--- src/sv/qat_pkg.sv ---
// ----------------------------------------------------------------------------
// qat_pkg
// Types and constants shared by the quote aware tokenizer modules.
// ----------------------------------------------------------------------------
package qat_pkg;

	localparam int NUM_DELIM = 4;
	localparam int MAX_RES   = 3;

	// Result kinds.
	localparam logic [1:0] KIND_CHAR = 2'd0;
	localparam logic [1:0] KIND_TEND = 2'd1;
	localparam logic [1:0] KIND_LEND = 2'd2;

	// Scanner states.
	localparam logic [1:0] ST_BETWEEN = 2'd0;
	localparam logic [1:0] ST_TOKEN   = 2'd1;
	localparam logic [1:0] ST_QUOTED  = 2'd2;

	// Special characters.
	localparam logic [7:0] CH_QUOTE  = 8'h22;
	localparam logic [7:0] CH_BSLASH = 8'h5C;

	// Configuration register indexes.
	localparam logic [1:0] REG_DELIM_A = 2'd0;
	localparam logic [1:0] REG_DELIM_B = 2'd1;
	localparam logic [1:0] REG_DELIM_C = 2'd2;
	localparam logic [1:0] REG_DELIM_D = 2'd3;

	// Delimiter reset values: space, tab, carriage return, line feed.
	localparam logic [7:0] DELIM_A_RST = 8'd32;
	localparam logic [7:0] DELIM_B_RST = 8'd9;
	localparam logic [7:0] DELIM_C_RST = 8'd13;
	localparam logic [7:0] DELIM_D_RST = 8'd10;

	typedef logic [NUM_DELIM-1:0][7:0] delim_set_t;

	typedef struct packed {
		logic [1:0] kind;
		logic [7:0] ch;
	} res_t;

	// All results caused by one input byte, in delivery order.
	typedef struct packed {
		res_t [MAX_RES-1:0] items;
		logic [1:0]         count;
	} bundle_t;

	function automatic res_t mk_res(input logic [1:0] kind, input logic [7:0] ch);
		res_t r;
		r.kind = kind;
		r.ch   = (kind == KIND_CHAR) ? ch : 8'd0;
		return r;
	endfunction

endpackage

--- src/sv/qat_in_if.sv ---
// ----------------------------------------------------------------------------
// qat_in_if
// Character channel: one line byte or an end-of-line marker per request.
// ----------------------------------------------------------------------------
interface qat_in_if;
	logic       valid;
	logic       ready;
	logic [7:0] in_byte;
	logic       end_of_line;

	modport source (output valid, output in_byte, output end_of_line, input ready);
	modport sink   (input valid, input in_byte, input end_of_line, output ready);
endinterface

--- src/sv/qat_out_if.sv ---
// ----------------------------------------------------------------------------
// qat_out_if
// Result channel: one token character, token end or line end per request.
// ----------------------------------------------------------------------------
interface qat_out_if;
	logic       valid;
	logic       ready;
	logic [1:0] kind;
	logic [7:0] char_out;
	logic       last_of_run;

	modport source (output valid, output kind, output char_out, output last_of_run,
		input ready);
	modport sink   (input valid, input kind, input char_out, input last_of_run,
		output ready);
endinterface

--- src/sv/qat_scan.sv ---
// ----------------------------------------------------------------------------
// qat_scan
// Tokenizer state machine: turns one accepted byte into a result bundle.
// ----------------------------------------------------------------------------
module qat_scan (
	input  logic                clk,
	input  logic                arst_n,
	input  logic                accept,
	input  logic [7:0]          in_byte,
	input  logic                end_of_line,
	input  qat_pkg::delim_set_t delims,
	output qat_pkg::bundle_t    bundle
);
	import qat_pkg::*;

	logic [1:0] state_q;
	logic       bs_pend_q;
	logic [1:0] state_d;
	logic       bs_pend_d;
	logic       is_delim;
	logic       eol;

	always_comb begin
		is_delim = 1'b0;
		for (int i = 0; i < NUM_DELIM; i++) begin
			if (delims[i] != 8'd0 && delims[i] == in_byte) begin
				is_delim = 1'b1;
			end
		end
	end

	assign eol = end_of_line || (in_byte == 8'd0);

	always_comb begin
		logic       plain;
		logic [1:0] n;
		plain     = 1'b0;
		n         = 2'd0;
		state_d   = state_q;
		bs_pend_d = bs_pend_q;
		bundle    = '0;
		if (eol) begin
			if (bs_pend_q) begin
				bundle.items[n] = mk_res(KIND_CHAR, CH_BSLASH);
				n = n + 2'd1;
			end
			if (state_q != ST_BETWEEN) begin
				bundle.items[n] = mk_res(KIND_TEND, 8'd0);
				n = n + 2'd1;
			end
			bundle.items[n] = mk_res(KIND_LEND, 8'd0);
			n = n + 2'd1;
			state_d   = ST_BETWEEN;
			bs_pend_d = 1'b0;
		end else if (bs_pend_q) begin
			bs_pend_d = 1'b0;
			if (in_byte == CH_QUOTE || in_byte == CH_BSLASH) begin
				bundle.items[n] = mk_res(KIND_CHAR, in_byte);
				n = n + 2'd1;
			end else begin
				// The held backslash was literal; the byte then runs normally.
				bundle.items[n] = mk_res(KIND_CHAR, CH_BSLASH);
				n = n + 2'd1;
				plain = 1'b1;
			end
		end else begin
			plain = 1'b1;
		end

		if (plain) begin
			if (state_q == ST_QUOTED) begin
				if (in_byte == CH_QUOTE) begin
					state_d = ST_TOKEN;
				end else if (in_byte == CH_BSLASH) begin
					bs_pend_d = 1'b1;
				end else begin
					bundle.items[n] = mk_res(KIND_CHAR, in_byte);
					n = n + 2'd1;
				end
			end else if (is_delim) begin
				if (state_q == ST_TOKEN) begin
					bundle.items[n] = mk_res(KIND_TEND, 8'd0);
					n = n + 2'd1;
				end
				state_d = ST_BETWEEN;
			end else begin
				state_d = ST_TOKEN;
				if (in_byte == CH_QUOTE) begin
					state_d = ST_QUOTED;
				end else if (in_byte == CH_BSLASH) begin
					bs_pend_d = 1'b1;
				end else begin
					bundle.items[n] = mk_res(KIND_CHAR, in_byte);
					n = n + 2'd1;
				end
			end
		end
		bundle.count = n;
	end

	always_ff @(posedge clk or negedge arst_n) begin
		if (!arst_n) begin
			state_q   <= ST_BETWEEN;
			bs_pend_q <= 1'b0;
		end else if (accept) begin
			state_q   <= state_d;
			bs_pend_q <= bs_pend_d;
		end
	end

endmodule

--- src/sv/qat_emit.sv ---
// ----------------------------------------------------------------------------
// qat_emit
// Result register: holds one bundle and hands its results out one a cycle while results.ready is high.
// ----------------------------------------------------------------------------
module qat_emit (
	input  logic             clk,
	input  logic             arst_n,
	input  logic             load,
	input  qat_pkg::bundle_t bundle,
	output logic             can_load,
	qat_out_if.source        results
);
	import qat_pkg::*;

	bundle_t    bundle_q;
	logic       valid_q;
	logic [1:0] idx_q;
	logic       last;
	logic       fire;
	res_t       cur;

	assign cur  = bundle_q.items[idx_q];
	assign last = (idx_q == bundle_q.count - 2'd1);
	assign fire = valid_q && results.ready;

	// A new bundle may enter in the same cycle the final result leaves.
	assign can_load = !valid_q || (fire && last);

	assign results.valid       = valid_q;
	assign results.kind        = cur.kind;
	assign results.char_out    = cur.ch;
	assign results.last_of_run = last;

	always_ff @(posedge clk or negedge arst_n) begin
		if (!arst_n) begin
			valid_q <= 1'b0;
			idx_q   <= 2'd0;
		end else if (load) begin
			valid_q <= 1'b1;
			idx_q   <= 2'd0;
		end else if (fire) begin
			if (last) begin
				valid_q <= 1'b0;
			end else begin
				idx_q <= idx_q + 2'd1;
			end
		end
	end

	always_ff @(posedge clk) begin
		if (load) begin
			bundle_q <= bundle;
		end
	end

endmodule

--- src/sv/quote_aware_tokenizer.sv ---
// ----------------------------------------------------------------------------
// quote_aware_tokenizer
// Splits a byte stream of command lines into token characters and markers.
// ----------------------------------------------------------------------------
// Feed a line one nonzero byte per request on chars, then a request with
// end_of_line set (a zero byte counts as end of line too). Each request
// causes up to three results on the results channel: token characters,
// token ends and a line end, with last_of_run marking the final result of
// that request. Bytes equal to a nonzero delimiter register separate tokens;
// double quotes make delimiters literal and are themselves dropped; a
// backslash before a quote or a backslash yields that character, any other
// backslash is kept. A byte is accepted in every cycle as long as its
// predecessor caused at most one result and the result channel is ready; a
// byte whose predecessor caused k results waits until the result register
// has delivered all k. The pace is set by the single result register, which
// delivers one result a cycle while the result channel is ready.
// Delimiter registers reset to space, tab, carriage return and line feed and
// should be written only while no line is in flight.
// ----------------------------------------------------------------------------
module quote_aware_tokenizer (
	input  logic       clk,
	input  logic       arst_n,
	input  logic       cfg_we,
	input  logic [1:0] cfg_index,
	input  logic [7:0] cfg_data,
	qat_in_if.sink     chars,
	qat_out_if.source  results
);
	import qat_pkg::*;

	delim_set_t delims_q;
	bundle_t    bundle;
	logic       can_load;
	logic       accept;

	// Configuration registers. The index covers exactly the four delimiters.
	always_ff @(posedge clk or negedge arst_n) begin
		if (!arst_n) begin
			delims_q[0] <= DELIM_A_RST;
			delims_q[1] <= DELIM_B_RST;
			delims_q[2] <= DELIM_C_RST;
			delims_q[3] <= DELIM_D_RST;
		end else if (cfg_we) begin
			case (cfg_index)
				REG_DELIM_A: delims_q[0] <= cfg_data;
				REG_DELIM_B: delims_q[1] <= cfg_data;
				REG_DELIM_C: delims_q[2] <= cfg_data;
				REG_DELIM_D: delims_q[3] <= cfg_data;
				default: ;
			endcase
		end
	end

	// A request is taken whenever the result register can take its bundle.
	assign chars.ready = can_load;
	assign accept      = chars.valid && can_load;

	qat_scan u_scan (
		.clk         (clk),
		.arst_n      (arst_n),
		.accept      (accept),
		.in_byte     (chars.in_byte),
		.end_of_line (chars.end_of_line),
		.delims      (delims_q),
		.bundle      (bundle)
	);

	// Requests that cause no result (skipped delimiters, quote marks, a
	// held backslash) leave the result register untouched.
	qat_emit u_emit (
		.clk      (clk),
		.arst_n   (arst_n),
		.load     (accept && (bundle.count != 2'd0)),
		.bundle   (bundle),
		.can_load (can_load),
		.results  (results)
	);

endmodule

--- src/flat_wrapper.sv ---
// flat-port wrapper written by rule: the top's interface ports become plain ports
module quote_aware_tokenizer_flat import qat_pkg::*;
  (clk, arst_n, cfg_we, cfg_index, cfg_data, chars_valid, chars_in_byte, chars_end_of_line, chars_ready, results_valid, results_kind, results_char_out, results_last_of_run, results_ready);
  qat_in_if chars_i ();
  qat_out_if results_i ();
  input  logic clk;
  input  logic arst_n;
  input  logic cfg_we;
  input  logic [1:0] cfg_index;
  input  logic [7:0] cfg_data;
  input wire logic [$bits(chars_i.valid)-1:0] chars_valid;
  input wire logic [$bits(chars_i.in_byte)-1:0] chars_in_byte;
  input wire logic [$bits(chars_i.end_of_line)-1:0] chars_end_of_line;
  output wire logic [$bits(chars_i.ready)-1:0] chars_ready;
  output wire logic [$bits(results_i.valid)-1:0] results_valid;
  output wire logic [$bits(results_i.kind)-1:0] results_kind;
  output wire logic [$bits(results_i.char_out)-1:0] results_char_out;
  output wire logic [$bits(results_i.last_of_run)-1:0] results_last_of_run;
  input wire logic [$bits(results_i.ready)-1:0] results_ready;
  assign chars_i.valid = chars_valid;
  assign chars_i.in_byte = chars_in_byte;
  assign chars_i.end_of_line = chars_end_of_line;
  assign chars_ready = chars_i.ready;
  assign results_valid = results_i.valid;
  assign results_kind = results_i.kind;
  assign results_char_out = results_i.char_out;
  assign results_last_of_run = results_i.last_of_run;
  assign results_i.ready = results_ready;
  quote_aware_tokenizer u_core (.clk(clk), .arst_n(arst_n), .cfg_we(cfg_we), .cfg_index(cfg_index), .cfg_data(cfg_data), .chars(chars_i), .results(results_i));
endmodule
--- config.mk ---
export PLATFORM = sky130hd
export DESIGN_NAME = quote_aware_tokenizer_flat
export DESIGN_NICKNAME = d
export VERILOG_FILES = /design/src/sv/qat_pkg.sv /design/src/sv/qat_in_if.sv /design/src/sv/qat_out_if.sv /design/src/sv/qat_scan.sv /design/src/sv/qat_emit.sv /design/src/sv/quote_aware_tokenizer.sv /design/src/flat_wrapper.sv
export SDC_FILE = /design/constraint.sdc
export NUM_CORES = 1
export LEC_CHECK = 0
export BUFFER_PORTS_ARGS = -buffer_cell sky130_fd_sc_hd__clkbuf_2
export CAP_MARGIN = 20
export CORE_ASPECT_RATIO = 1.1
export CORE_UTILIZATION = 45
export DETAILED_ROUTE_END_ITERATION = 16
export GPL_TIMING_DRIVEN = 1
export MAX_ROUTING_LAYER = met4
export PLACE_DENSITY = 0.7
export SLEW_MARGIN = 5
export SYNTH_ARGS = -nofsm -noshare
export SYNTH_HDL_FRONTEND = slang
export SYNTH_SLANG_ARGS = --single-unit
export TNS_END_PERCENT = 20
--- constraint.sdc ---
create_clock -name clk -period 7.8 [get_ports clk]
set_input_delay 1.56 -clock clk [delete_from_list [all_inputs] [get_ports clk]]
set_output_delay 1.56 -clock clk [all_outputs]
set_load 0.1 [all_outputs]
# After elaboration in Yosys (flattened, before gate mapping)
# Cells that the tools add are included.
op_classes:
  mux: 58
  n_eq_ne: 13
  add_sub_neg: 5
  n_bitwise: 9
  reduce_logical: 31
  order_cmp: 7
op_table:
  columns: ["op", "count"]
  rows:
  - ["30-bit 2-to-1 mux", 8]
  - ["27-bit NOT", 3]
  - ["10-bit demux with 2-bit select", 3]
  - ["10-bit 2-to-1 mux", 6]
  - ["27-bit bitwise AND", 2]
  - ["2-bit 2-to-1 mux", 19]
  - ["8-bit equality test", 4]
  - ["8-bit nonzero test", 4]
  - ["30-bit bitwise mux", 1]
  - ["9-bit by 27-bit bitwise AND with 27-bit output", 1]
  - ["10-bit binary-select mux with 2-bit select", 1]
  - ["20-bit 2-to-1 mux", 1]
  - ["1-bit 2-to-1 mux", 16]
  - ["8-bit 2-to-1 mux", 2]
  - ["2-bit by 3-bit less-than comparator with 1-bit output, second input constant", 4]
  - ["2-bit AND reduction", 6]
  - ["1-bit logical AND", 11]
  - ["2-bit by 1-bit adder with 2-bit output, second input constant", 4]
  - ["8-bit by 6-bit equality test with 1-bit output, second input constant", 1]
  - ["8-bit by 7-bit equality test with 1-bit output, second input constant", 1]
  - ["8-bit zero test", 1]
  - ["2-bit nonzero test", 4]
  - ["7-bit 2-to-1 mux", 1]
  - ["2-bit equality test, second input constant", 3]
  - ["10 further kinds", 16]
totals:
  in_bits: 24
  register_bits: 70
  wordCells: 138

# Logic depth before layout (Yosys ltp)
# Gate-level depths: netlist of the first run.
depth:
  word_depth: 19
  mapped_depth: 11
  depth_no_buf: 10

# Hierarchy
# A second synthesis of the first run with hierarchy kept.
unflattened:
  hier_cells: 320
  hier_area_um2: 3868.7
modules_own_cells:
  columns: ["mod", "area_per_inst_um2", "instances", "cells_per_inst", "seq_area_each_um2"]
  rows:
  - ["qat_emit", 1376.3, 1, 87, 1036.0]
  - ["qat_scan", 1256.2, 1, 163, 75.1]
  - ["quote_aware_tokenizer", 1236.2, 1, 70, 810.8]

# Worst setup path after synthesis of the first run
# Ideal clock, no wire load.
synth_path:
  path_kind: "input to register"
  from: "input port results_ready"
  to: "register u_core.u_emit.bundle_q[0] (netlist name), enable pin"
  setup_time_ns: 0.427
  path_buffers: 0
  arrival_ns: 5.795
  t_required_ns: 7.373
  path_stages: 4
  slack_ns: 1.577
  path_cell_list: "inv_1 > o21ai_0 > nand2_1 > a221oi_2"
synth_between:
  elab_chain_len: 5
synth_rtl:
  columns: ["item", "line", "source"]
  rows:
  - ["start, declared", "flat_wrapper.sv:19", "input wire logic [$bits(results_i.ready)-1:0] results_ready;"]
  - ["1-bit logical AND", "qat_emit.sv:24", "assign fire = valid_q && results.ready;"]
  - ["1-bit logical AND", "qat_emit.sv:27", "assign can_load = !valid_q || (fire && last);"]
  - ["1-bit logical OR", "qat_emit.sv:27", null]
  - ["net chars_ready", "flat_wrapper.sv:14", "output wire logic [$bits(chars_i.ready)-1:0] chars_ready;"]
  - ["1-bit logical AND", "quote_aware_tokenizer.sv:56", "assign accept = chars.valid && can_load;"]
  - ["1-bit logical AND", "quote_aware_tokenizer.sv:73", ".load (accept && (bundle.count != 2'd0)),"]
  - ["net u_core.u_emit.load", "qat_emit.sv:8", "input logic load,"]
  - ["end signal, assigned", "qat_emit.sv:52", "bundle_q <= bundle;"]
  - ["end, declared", "qat_emit.sv:15", "bundle_t bundle_q;"]
# The timed path passes the listed nets, and every way through them passes these cells.
# A chain may end at the register's enable or synchronous reset.

# Worst setup path after layout of the first run
layout_path:
  from: "input port chars_in_byte[0]"
  to: "register u_core.u_emit.bundle_q[22] (netlist name), enable pin"
layout_between:
  elab_chain_len: 11
  word_cells_on_any_way: 30
  classes_between: "1 x add/sub; 6 x eq/ne; 14 x mux; 9 x reduce/logical"
layout_rtl:
  columns: ["item", "line", "source"]
  rows:
  - ["start, declared", "flat_wrapper.sv:12", "input wire logic [$bits(chars_i.in_byte)-1:0] chars_in_byte;"]
  - ["8-bit zero test or 8-bit equality test (tied branches)", "qat_scan.sv:32, qat_scan.sv:26", null]
  - ["1-bit logical OR or 1-bit logical AND (tied branches)", "qat_scan.sv:32, qat_scan.sv:26", null]
  - ["2-bit 2-to-1 mux or 1-bit 2-to-1 mux (tied branches)", "qat_scan.sv:42, qat_scan.sv:26", null]
  - ["2-bit by 1-bit adder with 2-bit output or 1-bit 2-to-1 mux (tied branches)", null, null]
  - ["2-bit 2-to-1 mux or 1-bit 2-to-1 mux (tied branches)", "qat_scan.sv:74, qat_scan.sv:90, qat_scan.sv:26", null]
  - ["2-bit 2-to-1 mux or 1-bit 2-to-1 mux (tied branches)", "qat_scan.sv:72, qat_scan.sv:88, qat_scan.sv:26", null]
  - ["2-bit 2-to-1 mux", "qat_scan.sv:80", "end else if (is_delim) begin"]
  - ["2-bit 2-to-1 mux", "qat_scan.sv:71", "if (state_q == ST_QUOTED) begin"]
  - ["2-bit 2-to-1 mux *", "qat_scan.sv:70", "if (plain) begin"]
  - ["2-bit nonzero test *", "quote_aware_tokenizer.sv:73", null]
  - ["1-bit logical AND *", "quote_aware_tokenizer.sv:73", null]
  - ["net u_core.u_emit.load", "qat_emit.sv:8", null]
# Mark *: on every way through the listed nets, which the timed path passes. The rest lies on a longest branch.

==> summary by stage, run 1 <==
Min path
The classification of the worst-slack hold path is register to register.

Floorplan
The placeable core region is 8320 um2. The row count is 35. The floorplan step set the die width to 90.2 um. For this configuration, the core starts out at a cell density of 46.3%. The count of boundary I/O pins is 37.

The height of the die is 99.0 um. The die area is 8930 um2.

Setup path
For the worst setup path, the data required time is 7800 ps. The endpoint arrival time on the critical path is 4210 ps. The startpoint class of the critical path is an input pin. Of all nets on the critical path, the largest fanout is 34.

The critical path class is input pin to register. The worst setup path is captured at a register.

STA
The tightest slew margin relative to the limit is 37.4%. Summed over all failing endpoints, the final setup total negative slack is 0 ps. Static timing analysis puts the maximum clock frequency at 238 MHz.

The final worst setup slack is 3590 ps. The slew of the pin with the lowest slew margin is 938 ps. The routed design could run at a clock period as short as 4210 ps. Clock skew on the completed layout was measured at 14.3 ps.

Setup repair after global routing left no endpoint under its margin. In the finished design, the share of the clock period the worst path needs comes to 54.0%. The total count of hold-check failures in the final report is 0. The final number of max-transition violations is 0. The setup-violating endpoint count in the final report is 0.

Detailed routing
For this block, the via count after detailed routing is 2569. For this run, design rule violations remaining after detail routing come to 0. After detailed routing, the number of vias per cell comes to 5.40.

The remaining antenna violation count is 0. The number of detailed-routing iterations run before antenna repair is 4. The post-detailed-route wirelength per cell is 16.6 um.

The detailed router finished its first iteration with 94 violations. The routed design has 7.89 mm of wire.

Synth
The synthesized design contains 32 enable-type register cells. The synthesized area divided by synthesized cell count is 11.8 um2. The post-synthesis share of cell area spent on full adders, half adders and majority gates is 1.62%. The post-synthesis simple-gate area fraction is 15.9%. In the synthesized netlist the async set-or-reset flop fraction comes to 54.3%.

When the netlist entered floorplanning its net count stood at 354. The dominant combinational cell family by area after synthesis is simple AND/OR/NAND/NOR gates. After synthesis, the share of cell area in mux cells is 12.5%. The netlist uses 52 different library cells.

The post-synth design cell area is 3850 um2. The synthesized design contains 70 register bits. For this run, the number of Yosys warnings is 0. The xor-xnor portion of the synthesized cell area is 7.96%. Sequential elements use 49.9% of the synthesized area. The most common flop cell mapped by yosys is sky130_fd_sc_hd__edfxtp_1. The share of the synthesized area in compound gates (AO/OA/AOI/OAI) is 8.09%. The cell count after synthesis came out at 325.

Power
In this run the static leakage power is 1.76 nW. IR analysis of the VDD net gives a maximum drop of 0.130 mV. The areal power density over the cells is 342 nW/um2.

Finish
The layout overhead on the synthesized area is 11.3%. The post-route standard cell area excluding fillers is 4290 um2. The total number of nets in the final design is 389.

In the layout the commonest cells are 36 x sky130_fd_sc_hd__clkbuf_2, 33 x sky130_fd_sc_hd__xor2_1, 33 x sky130_fd_sc_hd__mux2_2. Leaving out filler cells and counting taps, the final layout contains 476. The antenna cell count is 0.

The most frequent standard cell in the layout excluding fill and tap cells is sky130_fd_sc_hd__clkbuf_2. The share of final-layout standard cells stronger than drive strength 1 is 31.8%. The final cell utilization of the core is 51.5%.

GRT
The largest net degree at the start of global routing is 39. The total overflow reported by the global router is 0. Global routing used 19.5% of the available tracks across all layers. The global-route wire length before repair is 13.0 mm. The number of antenna violations at the first check in global routing came to 0. The via count of the first global-routing pass is 2580.

Placed design
The post-detailed-placement half-perimeter wirelength is 5.87 mm. OpenSTA, run right after detailed placement, puts the worst setup slack at 3230 ps. In this run the cell area measured after placement is 4080 um2. The count of placed standard cells including taps is 460. The quantity of I/O buffers inserted on ports is 36. Routability-driven placement finished with a final weighted congestion of 0.859.

Clock tree
The quantity of hold-fixing buffers added after cts is 0. The post-cts gate resize count is 0. The CTS tree is built. In this run the post-CTS setup repair buffer count came out at 0.

After clock tree synthesis, the clock-pin slew on the worst setup and hold paths is 70 ps. CTS saw 70 sinks. The number of CTS-inserted buffers is 9. The insertion delay of the later-clocked pin in the worst-skew pair is 350 ps. The cell at the root of the clock tree is sky130_fd_sc_hd__clkbuf_8.

No sink is reached through more buffers than the 2 on the longest clock path. The H-tree was split into 3 levels.

Run
Across the run, the number of max-cap violations was 0.

Status
The flow ran to the end, and the final reports show no timing, DRC or antenna violations.
## power breakdown
part	leakage (nW)	internal (mW)	switching [mW]	total, mW
clock network	0.106	0.164	0.138	0.302
registers	0.742	0.479	0.0727	0.551
logic	0.913	0.152	0.463	0.615
## critical path, cell delays in order
cell                       delay, ps
sky130_fd_sc_hd__clkbuf_2        180
sky130_fd_sc_hd__nor4_1          470
sky130_fd_sc_hd__a21o_2          340
sky130_fd_sc_hd__nand2_1          70
sky130_fd_sc_hd__a21boi_0        140
sky130_fd_sc_hd__ha_1            350
sky130_fd_sc_hd__a211oi_1        230
sky130_fd_sc_hd__a22oi_2         160
sky130_fd_sc_hd__a221oi_4        260
sky130_fd_sc_hd__buf_4           410
## kinds of logic after synthesis
logic type,after synthesis
and+or+nand+nor,107
AOI/OAI and AO/OA,40
buffers and inverters,24
muxes,44
DFF,70
adders and majority gates,5
xor gates and xnor gates,35
## synthesized netlist by cell type (4+ instances only)
library cell	count	share of area, %
sky130_fd_sc_hd__o21ai_0	14	1.8
sky130_fd_sc_hd__nand2_1	26	2.5
sky130_fd_sc_hd__dfrtp_1	30	19
sky130_fd_sc_hd__nor4_1	17	2.8
sky130_fd_sc_hd__mux2i_1	11	2.9
sky130_fd_sc_hd__dfstp_2	8	5.5
sky130_fd_sc_hd__a21o_1	4	0.78
sky130_fd_sc_hd__nor2_1	8	0.78
sky130_fd_sc_hd__nor3_1	6	0.78
sky130_fd_sc_hd__xor2_1	33	7.5
sky130_fd_sc_hd__edfxtp_1	32	25
sky130_fd_sc_hd__mux2_2	33	9.6
sky130_fd_sc_hd__inv_1	11	1.1
sky130_fd_sc_hd__and2_2	5	0.97
sky130_fd_sc_hd__and2_1	17	2.8
sky130_fd_sc_hd__ha_1	5	1.6
sky130_fd_sc_hd__buf_6	6	1.8
sky130_fd_sc_hd__nand3_1	6	0.78
## final cells by class
type | count | area [um2]
Timing Repair Buffer | 37 | 188
Sequential cell | 70 | 1920
Clock buffer | 13 | 191
Tap cell | 111 | 139
Multi-Input combinational cell | 231 | 1790
Fill cell | 782 | 4030
Clock inverter | 3 | 21.3
Inverter | 11 | 41.3
## per-stage QoR
| step | hold WS, ps | total power [mW] |
|---|---|---|
| floorplan | 512 | 1.06 |
| global placement | 542 | 1.17 |
| detailed placement | 553 | 1.18 |
| CTS | 572 | 1.48 |
| global route | 594 | 1.54 |
| finish | 573 | 1.47 |
## state kept, by name, indices dropped and copies added (netlist names)
name	count
u_core.u_emit.idx_q	2
u_core.u_emit.bundle_q	32
u_core.u_scan.bs_pend_q	1
u_core.delims_q	32
u_core.u_emit.results.valid	1
u_core.u_scan.state_q	2
## final timing paths
path / start / endpoint / slack (ps) / cells past startpoint
worst max-delay path: chars_in_byte[0] / u_core.u_emit.bundle_q[22]$_SDFFCE_PP0P_ / 3590 / 10
worst min-delay path: u_core.delims_q[21]$_DFFE_PN0P_ / u_core.delims_q[21]$_DFFE_PN0P_ / 570 / 1
worst max register to register: u_core.u_scan.state_q[0]$_DFFE_PN0P_ / u_core.u_emit.bundle_q[22]$_SDFFCE_PP0P_ / 4710 / 9
worst min register to register: u_core.delims_q[21]$_DFFE_PN0P_ / u_core.delims_q[21]$_DFFE_PN0P_ / 570 / 1
max in group asynchronous: arst_n / u_core.delims_q[10]$_DFFE_PN0P_ / 5870 / 1
min in group asynchronous: arst_n / u_core.u_emit.idx_q[0]$_DFFE_PN0P_ / 1340 / 1
## routing by layer
layer / track usage (%) / vias up / wire (um)
met5: - / - / 0
met4: 10.5 / 0 / 271
met3: 3.86 / 23 / 251
met2: 30.4 / 63 / 3710
met1: 24.0 / 1246 / 3660
li1: - / 1237 / -
(Power assumes the default switching activity.)
==> run 2, diff against run 1 <==
- clock period: 7.8 -> 4.3 ns (I/O delays scaled with it)
==> run 2 against run 1 <==
Net effect:
- sequential power increased by 81%
- register-to-register slack got worse by 3500 ps
- worst hold slack got worse by 240 ps
- critical path depth unchanged
- non-clock buffer count increased by 1
- final cell count increased by 0.21%
- final area increased by 0.47%
- via count decreased by 3.9%
- count of clock-buffer cells in the layout unchanged
- die area unchanged
- critical endpoint is now u_core.u_emit.bundle_q[25]$_SDFFCE_PP0P_
==> summary by stage, run 2 (synthesis gave the netlist of run 1 again) <==
Status
The run finished with clean final reports.

Floorplan
The starting utilization of the core area came to 46.3% (unchanged). The die boundary width is 90.2 um (unchanged). The row count is 35 (unchanged). The height of the die was 99.0 um (unchanged). The die area came to 8930 um2 (unchanged). The count of boundary I/O pins is 37 (unchanged).

The placeable core region is 8320 um2 (unchanged).

Finish
The layout overhead on the synthesized area is 11.9%. The share of final-layout standard cells stronger than drive strength 1 is 32.0% (+0.19 points). In the final layout, the registers with the most flip-flops are u_core.delims_q (32), u_core.u_emit.bundle_q (32).

The total number of nets in the final design is 390 (+0.26%). In the layout the commonest cells are 36 x sky130_fd_sc_hd__clkbuf_2, 33 x sky130_fd_sc_hd__xor2_1, 33 x sky130_fd_sc_hd__mux2_2. The antenna cell count is 0 (unchanged).

The number of cells in the finished layout apart from fillers is 477 (+0.21%). The area taken by flip-flops and latches came to 1920 um2 (unchanged). The most frequent standard cell in the layout excluding fill and tap cells is sky130_fd_sc_hd__clkbuf_2. The area used by multi-input combinational logic was 1790 um2 (unchanged). The final cell utilization of the core came to 51.8% (+0.24 points). The total of fill cells in the finished design came to 756 (-3.3%).

Clock tree
The post-cts gate resize count is 0 (unchanged). The post-CTS setup-driven buffer insertion count is 0 (unchanged). The CTS clock-pin slew for the worst setup and hold paths is 80 ps (about the same). TritonCTS built the clock tree. The insertion delay of the later-clocked pin in the worst-skew pair came to 340 ps (about the same). The maximum buffer depth of the clock tree is 2 (unchanged).

The quantity of hold-fixing buffers added after cts is 0 (unchanged). The number of CTS-inserted buffers is 9 (unchanged). The CTS H-tree depth is 3 (unchanged). The number of sinks handled by clock tree synthesis is 70 (unchanged). The cell at the root of the clock tree is sky130_fd_sc_hd__clkbuf_8.

Power
The leakage power was 1.77 nW (+0.53%). The areal power density over the cells is 616 nW/um2 (+80%). The peak supply drop is 0.216 mV (+66%).

The combinational share of power is 41.9% (about the same). The net switching power figure is 1.21 mW (+80%). The share of power burned in registers is 37.7% (about the same). The internal power is 1.44 mW (+82%). The switching share of power is 45.6% (-0.26 points).

The clock network power share is 20.4% (about the same).

Setup path
In this run the critical register-to-register path is launched from u_core.u_scan.state_q[0]$_DFFE_PN0P_. The critical path required time was 4290 ps (-3510 ps). The endpoint arrival time on the critical path is 3510 ps (-700 ps).

The kind of capture point of the worst setup path is a register. The maximum fanout along the worst path is 34 (unchanged). The worst setup path startpoint is chars_in_byte[0].

The worst setup path is launched from an input pin. The critical path class is input pin to register.

GRT
The total overflow reported by the global router was 0 (unchanged). The largest net degree at the start of global routing was 39 (unchanged). The via count of the first global-routing pass is 2592 (+0.47%).

The number of antenna violations at the first check in global routing was 0 (unchanged). The global-route wire length before repair was 13.2 mm (+1.6%). The all-layer global routing usage is 19.4% (-0.11 points).

STA
The total count of hold-check failures in the final report is 0 (unchanged). The period utilization is 81.8%. The worst-case clock skew was 19.6 ps (+5.26 ps). The setup-violating endpoint count in the final report is 0 (unchanged).

The slew of the pin with the lowest slew margin came to 789 ps (-150 ps). Setup repair after global routing left no endpoint under its margin. After layout, the minimum clock period comes to 3520 ps. The final-layout setup total negative slack is 0 ps (unchanged). The tightest slew margin relative to the limit came to 47.0% (+9.6 points). The final number of max-transition violations is 0 (unchanged). Based on the critical path, the design can be clocked at up to 284 MHz.

Detailed routing
The number of detailed-routing iterations run before antenna repair is 4 (unchanged). The number of violations reported at the end of detailed-routing iteration 0 is 82 (-13%). The remaining antenna violation count is 0 (unchanged). The via density per instance is 5.18 (-4.1%). The residual DRC count is 0 (unchanged). The final routed wirelength across all metal layers is 7.64 mm (-3.2%). The post-detailed-route wirelength per cell came to 16.0 um (-3.4%). The detailed-route via count is 2469 (-3.9%).

Run
The number of violations of the max-capacitance limit is 0 (unchanged).

Placed design
The post-detailed-placement half-perimeter wirelength is 5.85 mm (-0.24%). The quantity of I/O buffers inserted on ports was 36 (unchanged). The count of placed standard cells including taps was 460 (unchanged). The global placer's final weighted congestion was 0.917 (+6.7%).

Min path
The classification of the worst-slack hold path is input pin to asynchronous set/reset pin.
==> run 2: layer usage <==
layer  track usage, %  part of all wire [%]  vias up
li1                 -                     -     1240
met4             7.07                   2.1        0
met1             25.0                    46     1171
met2             30.5                    49       44
met3             3.70                   2.9       14
met5                -                     0        -
==> run 2: path summary, 6_finish.rpt <==
check	to	slack, ps	depth (start not counted)
min	u_core.u_emit.idx_q[0]$_DFFE_PN0P_	340	1
max reg2reg	u_core.u_emit.bundle_q[25]$_SDFFCE_PP0P_	1170	9
max	u_core.u_emit.bundle_q[25]$_SDFFCE_PP0P_	780	10
min in group clk	u_core.delims_q[21]$_DFFE_PN0P_	560	1
min reg2reg	u_core.delims_q[21]$_DFFE_PN0P_	560	1
max in group asynchronous	u_core.delims_q[27]$_DFFE_PN1P_	3480	2
==> run 2: power by group through the flow <==
stage	logic, mW	clock network [mW]	registers, mW
after CTS	1.12	0.550	1.00
after global routing	1.19	0.582	1.02
final	1.11	0.541	1.00
after global placement	1.11	0	1.01
after detailed placement	1.12	0	1.01
after floorplan	0.954	0	0.977
==> run 2: layout make-up <==
type	instances	area share (%)
inverters	11	0.958
multi-input cells	231	41.4
repair buffers	38	4.82
clock buffers	13	4.44
flip-flops and latches	70	44.6
well taps	111	3.22
clock inverters	3	0.494
==> run 2: critical path, cell delays in order <==
cell and delay, ps:
sky130_fd_sc_hd__clkbuf_2 180, sky130_fd_sc_hd__nor4_1 480, sky130_fd_sc_hd__a21o_2 330, sky130_fd_sc_hd__nand2_1 70, sky130_fd_sc_hd__a21boi_0 150, sky130_fd_sc_hd__ha_1 350
sky130_fd_sc_hd__a211oi_1 230, sky130_fd_sc_hd__a22oi_2 160, sky130_fd_sc_hd__a221oi_4 270, sky130_fd_sc_hd__buf_4 400
==> run 2: stage by stage <==
| stage | area (um2) | power, mW | hold slack, ps | worst slack (ps) |
|---|---|---|---|---|
| floorplan | 3860 | 1.93 | 512 | 196 |
| global placement | 4080 | 2.12 | 537 | 535 |
| detailed placement | 4080 | 2.13 | 544 | 432 |
| CTS | 4290 | 2.67 | 561 | 783 |
| global route | 4310 | 2.80 | 318 | 515 |
| finish | 4310 | 2.65 | 336 | 781 |
